File: config.mk
export PLATFORM = sky130hd
export DESIGN_NAME = trl_divider
export DESIGN_NICKNAME = d
export VERILOG_FILES = /design/src/rtl/core/trl_pkg.sv /design/src/rtl/core/trl_divider.sv
export SDC_FILE = /design/constraint.sdc
export NUM_CORES = 2
export LEC_CHECK = 0
export BUFFER_PORTS_ARGS = -buffer_cell sky130_fd_sc_hd__buf_2
export CAP_MARGIN = 5
export CORE_MARGIN = 3
export CORE_UTILIZATION = 65
export CTS_CLUSTER_DIAMETER = 50
export DETAILED_ROUTE_END_ITERATION = 10
export PLACE_DENSITY = 0.8
export REMOVE_ABC_BUFFERS = 1
export SYNTH_ARGS = -nofsm -noshare
export SYNTH_HDL_FRONTEND = slang
export SYNTH_SLANG_ARGS = --single-unit
File: constraint.sdc
create_clock -name clk -period 6.2 [get_ports clk]
set_clock_uncertainty 0.05 [all_clocks]
set_input_delay 0.31 -clock clk [delete_from_list [all_inputs] [get_ports clk]]
set_output_delay 0.31 -clock clk [all_outputs]
set_load 0.005 [all_outputs]
File: src/rtl/core/trl_pkg.sv
// ----------------------------------------------------------------------------
// trl_pkg
// Shared widths, register indexes and transaction types of the 2D
// trilateration solver.
// ----------------------------------------------------------------------------
package trl_pkg;

  localparam int COORD_W = 16;               // anchor coordinate, signed Q7.8
  localparam int RANGE_W = 16;               // measured distance, unsigned Q8.8
  localparam int OUT_W   = 24;               // position, signed Q15.8
  localparam int SQ_W    = 2 * COORD_W;      // square or sum of two squares
  localparam int A_W     = COORD_W + 2;      // matrix entry 2*(xi - x2)
  localparam int B_W     = SQ_W + 3;         // right-hand side entry
  localparam int PD_W    = 2 * A_W;          // determinant partial product
  localparam int DET_W   = PD_W + 1;         // determinant
  localparam int PN_W    = A_W + B_W;        // numerator partial product
  localparam int NUM_W   = PN_W + 1;         // numerator
  localparam int DIV_W   = DET_W + OUT_W;    // divider compare width
  localparam int FRONT_LAT = 4;
  localparam int DIV_LAT   = OUT_W + 1;
  localparam int LATENCY   = FRONT_LAT + DIV_LAT;

  localparam int CFG_IDX_W = 3;
  localparam logic [CFG_IDX_W-1:0] CFG_A0X = 3'd0;
  localparam logic [CFG_IDX_W-1:0] CFG_A0Y = 3'd1;
  localparam logic [CFG_IDX_W-1:0] CFG_A1X = 3'd2;
  localparam logic [CFG_IDX_W-1:0] CFG_A1Y = 3'd3;
  localparam logic [CFG_IDX_W-1:0] CFG_A2X = 3'd4;
  localparam logic [CFG_IDX_W-1:0] CFG_A2Y = 3'd5;

  localparam logic [OUT_W-1:0] POS_MAX = {1'b0, {(OUT_W-1){1'b1}}};
  localparam logic [OUT_W-1:0] POS_MIN = {1'b1, {(OUT_W-1){1'b0}}};

  typedef struct packed {
    logic signed [COORD_W-1:0] x0;
    logic signed [COORD_W-1:0] y0;
    logic signed [COORD_W-1:0] x1;
    logic signed [COORD_W-1:0] y1;
    logic signed [COORD_W-1:0] x2;
    logic signed [COORD_W-1:0] y2;
  } anchors_t;

  // One quotient to be formed: magnitudes, result sign and a flag that the
  // quotient is already known to exceed the output range.
  typedef struct packed {
    logic             neg;
    logic             big;
    logic [NUM_W-1:0] num;
    logic [DET_W-1:0] den;
  } quo_req_t;

  typedef struct packed {
    logic             valid;
    logic             sing;
    quo_req_t         qx;
    quo_req_t         qy;
  } front_t;

  typedef struct packed {
    logic             sat;
    logic [OUT_W-1:0] val;
  } quo_res_t;

  function automatic logic [SQ_W-1:0] sq_coord(input logic signed [COORD_W-1:0] v);
    logic signed [SQ_W-1:0] p;
    p = SQ_W'(v) * SQ_W'(v);
    return p;
  endfunction

endpackage

File: src/rtl/core/trl_divider.sv
// ----------------------------------------------------------------------------
// trl_divider
// Pipelined restoring divider, one quotient bit per stage, followed by a
// sign and saturation stage.
// ----------------------------------------------------------------------------
module trl_divider
  import trl_pkg::*;
(
  input  logic               clk,
  input  trl_pkg::quo_req_t  req,
  output trl_pkg::quo_res_t  res
);

  logic [NUM_W-1:0] rem_r [0:OUT_W-1];
  logic [DET_W-1:0] den_r [0:OUT_W-1];
  logic [OUT_W-1:0] q_r   [0:OUT_W-1];
  logic             neg_r [0:OUT_W-1];
  logic             big_r [0:OUT_W-1];

  for (genvar s = 0; s < OUT_W; s++) begin : g_stage
    logic [NUM_W-1:0] rem_in;
    logic [DET_W-1:0] den_in;
    logic [OUT_W-1:0] q_in;
    logic             neg_in, big_in;
    logic [DIV_W-1:0] shifted;
    logic             take;

    if (s == 0) begin : g_first
      assign rem_in = req.num;
      assign den_in = req.den;
      assign q_in   = '0;
      assign neg_in = req.neg;
      assign big_in = req.big;
    end else begin : g_next
      assign rem_in = rem_r[s-1];
      assign den_in = den_r[s-1];
      assign q_in   = q_r[s-1];
      assign neg_in = neg_r[s-1];
      assign big_in = big_r[s-1];
    end

    assign shifted = DIV_W'(den_in) << (OUT_W - 1 - s);
    assign take    = DIV_W'(rem_in) >= shifted;

    always_ff @(posedge clk) begin
      rem_r[s] <= take ? NUM_W'(DIV_W'(rem_in) - shifted) : rem_in;
      q_r[s]   <= q_in | (OUT_W'(take) << (OUT_W - 1 - s));
      den_r[s] <= den_in;
      neg_r[s] <= neg_in;
      big_r[s] <= big_in;
    end
  end

  logic [OUT_W-1:0] q, lim;
  quo_res_t         res_nxt, res_r;

  always_comb begin
    q   = q_r[OUT_W-1];
    lim = neg_r[OUT_W-1] ? POS_MIN : POS_MAX;
    res_nxt.sat = big_r[OUT_W-1] || (q > lim);
    if (res_nxt.sat) begin
      res_nxt.val = neg_r[OUT_W-1] ? POS_MIN : POS_MAX;
    end else begin
      res_nxt.val = neg_r[OUT_W-1] ? OUT_W'(-q) : q;
    end
  end

  always_ff @(posedge clk) begin
    res_r <= res_nxt;
  end

  assign res = res_r;

endmodule

==> impl_metrics.csv <==
group,metric,value,unit
final_layout,multi_input_area,55300,um2
drt,vias,88600,
logic_synthesis,synth-edff-count,0,
drt,drtAntennaViolNets,0,
drt,wl,328000,um
global_route,grt_max_degree,76,
sta,period_share,79.4,%
logic_synthesis,synth_compound_area_share,17.9,%
final_layout,synthToLayoutAreaGrowth,12.1,%
clock_network,post_cts_buffers,0,
clock_network,clk_pin_slew,60,ps
pwr,finalPower,66600,uW
clock_network,cts.sinks,2466,
global_route,grt.overflow.total,0,
worst_hold_path,hold_path_class,"in -> reg",
logic_synthesis,synth_commonest_cells,"dfxtp_1, inv_1, a21oi_1",
critical_path,critPathLaunch,"rem_r[1][14]",
critical_path,setup.worst_path.end_class,"register",
sta,period_minus_slack,4920,ps
clock_network,root_buffer,"clkbuf_16",
sta,tightest_slew,1250,ps
critical_path,critical_path.startpoint_type,"register",
logic_synthesis,synth-simple-area-share,12.5,%
critical_path,endpoint,"rem_r[1][73]",
logic_synthesis,synth-async-reset-ratio,0,%
clock_network,cts_hold_buf,152,
sta,slew_viol_final,0,
critical_path,crit_type,"reg -> reg",
final_layout,final_area,123000,um2
floorplan,dieHeight,417,um
critical_path,critical_path.max_stage_delay,920,ps
logic_synthesis,synth_top_area_cell,"dfxtp_1",
logic_synthesis,yosys_register_bits,2466,
placed_design,place_area,112000,um2
logic_synthesis,post-synth-top-count-cell,"dfxtp_1",
critical_path,critPathMaxFanout,41,
job,maxCapViolCount,0,
final_layout,utilization,73.5,%
drt,wl_per_cell,22.6,um
final_layout,layout-drive-gt1-share,7.32,%
critical_path,r2r_cells,17,
global_route,grt_pass1_vias,86100,
drt,drtPass1Iterations,8,
sta,timing.fmax,203,MHz
clock_network,htreeDepth,5,
outcome,status,"finished, final reports clean",
logic_synthesis,postSynthAreaPerCell,9.30,um2
critical_path,crit_cells,17,
sta,finalHoldViolCount,0,
logic_synthesis,netlist_instances,11800,
floorplan,start_util,65.5,%
pwr,ir_drop,446,uV
logic_synthesis,yosys_warnings,0,
floorplan,ios,119,
critical_path,r2r_end,"rem_r[1][73]",
sta,holdWs,30.2,ps
placed_design,numPortBuffers,118,
critical_path,regToRegStartpoint,"rem_r[1][14]",
logic_synthesis,synthAdderAreaFrac,10.6,%
critical_path,cp.arrival,5670,ps
global_route,antenna_found_initial,28,
worst_hold_path,min_from,"req[20]",
final_layout,regArea,49400,um2
critical_path,crit_family,"compound AO/OA/AOI/OAI gates",
drt,remaining_drc_errors,0,
floorplan,num_rows,150,
floorplan,coreArea,168000,um2
worst_hold_path,holdPathStages,2,
logic_synthesis,yosys.cell_types.count,112,
logic_synthesis,seq_area_frac_synth,44.9,%
logic_synthesis,synth_ff_type,"dfxtp_1",
final_layout,fin_nets,13100,
global_route,grt_pass1_wl,494000,um
critical_path,crit_path_top_delay_cell,"a21oi_4",
floorplan,dieArea,174000,um2
sta,tns,0,ps
pwr,p_leak,0.0562,uW
clock_network,cts_tree,"done",
sta,setup_viol,0,
clock_network,cts.path.max_buffers,4,
critical_path,rrSetupSlack,1280,ps
logic_synthesis,synth_mux_area_share,2.37,%
drt,routed_via_density,6.11,
logic_synthesis,synthXorXnorAreaFrac,6.89,%
logic_synthesis,synth.top_cell.area_share,44.9,%
global_route,grt_usage,36.3,%
critical_path,critical_path.cell_chain,"inv_1, ha_1, inv_1, fa_1, a21o_1, a21oi_1, o21bai_1, o2111ai_1, a211oi_1, a211oi_1, a21oi_1, a21boi_1, o21ai_1, a21oi_4, buf_4, nand2_1, o21ai_0",
drt,first_iter_violations,8828,
placed_design,post-dp-hpwl,247000,um
critical_path,required,6950,ps
clock_network,cts_resized,0,
pwr,powerDensity,541,nW/um2
critical_path,critPathBufInv,3,
sta,rsz0062_at_grt,"false",
placed_design,place.gp.congestion,1.04,
logic_synthesis,synth_top_family_by_area,"compound AO/OA/AOI/OAI gates",
floorplan,die_w,417,um
logic_synthesis,netlist_area,110000,um2
sta,relSlewSlack,16.2,%
clock_network,numCtsBuffers,276,
final_layout,fillers,11800,
logic_synthesis,synth_area_leaders,"dfxtp_1, ha_1, a21oi_1, xnor2_1, a21o_1",
clock_network,clock_latency,930,ps
==> state kept, by name, indices dropped and copies added (netlist names) <==
name / count
rem_r: 1242
den_r: 851
q_r: 300
res: 25
big_r: 24
neg_r: 24
==> power by group <==
part | total, uW | internal (uW) | switching, uW
sequential | 23200 | 19700 | 3550
clock | 16300 | 9830 | 6520
combinational | 27000 | 11500 | 15600
total | 66600 | 41000 | 25700
==> cells in the final DEF, fill, tap and decap left out, types with 159 or more instances in the layout <==
master	count
o21ai_0	761
ha_1	892
dfxtp_1	2465
a21oi_1	983
xor2_1	363
nand3_1	159
clkbuf_16	283
nand4_1	169
nor2_1	665
inv_1	1069
nand2_1	909
xnor2_1	501
a21o_1	551
==> worst register-to-register path, stage by stage, from the launching register on <==
cell       delay, ps
dfxtp_1          310
inv_1            100
ha_1             220
inv_1             70
fa_1             400
a21o_1           170
a21oi_1          230
o21bai_1         160
o2111ai_1        290
a211oi_1         220
a211oi_1         410
a21oi_1          230
a21boi_1         310
o21ai_1          180
a21oi_4          920
buf_4            380
nand2_1           70
o21ai_0          100
==> through the flow <==
stage,setup WS (ps),cells
2_1_floorplan,-2390,11500
5_1_grt,1010,14500
6_report,1280,14500
4_1_cts,1410,14500
3_5_place_dp,1520,13900
3_3_place_gp,1590,13900
==> worst min-delay path by stage <==
stage	end	slack [ps]
6_report	den_r[0][20]	30
4_1_cts	den_r[0][27]	1
2_1_floorplan	big_r[0][1]	260
5_1_grt	den_r[0][17]	6
3_3_place_gp	q_r[2][45]	260
3_5_place_dp	q_r[1][111]	260
==> cell type report <==
type,count,share of cell area [%]
Antenna cell,28,0.0569
Timing Repair Buffer,315,2.04
Tap cell,2204,2.24
Inverter,1071,3.26
Clock buffer,365,6.45
Sequential cell,2466,40.1
Multi-Input combinational cell,7961,44.9
Clock inverter,103,0.964
==> routing by layer <==
| layer | part of all wire, % | global-route usage (%) | wire (um) | up-vias |
|---|---|---|---|---|
| met5 | 0.017 | 0 | 55 | - |
| met4 | 7.1 | 22.5 | 23300 | 8 |
| met3 | 8.5 | 8.48 | 27800 | 1210 |
| met2 | 45 | 58.1 | 146000 | 4254 |
| met1 | 40 | 44.4 | 131000 | 41600 |
| li1 | - | - | - | 41600 |
==> logic make-up (layout without fill, tap and decap cells) <==
logic type | count (synthesis) | count (layout)
muxes | 224 | 224
and+or+nand+nor | 2816 | 2816
other | 0 | 28
xor gates and xnor gates | 864 | 864
buffers and inverters | 1383 | 1854
AOI/OAI and AO/OA | 3142 | 3142
DFF | 2466 | 2466
adders and majority gates | 915 | 915
Note: power is estimated with default switching activity, not from simulation.
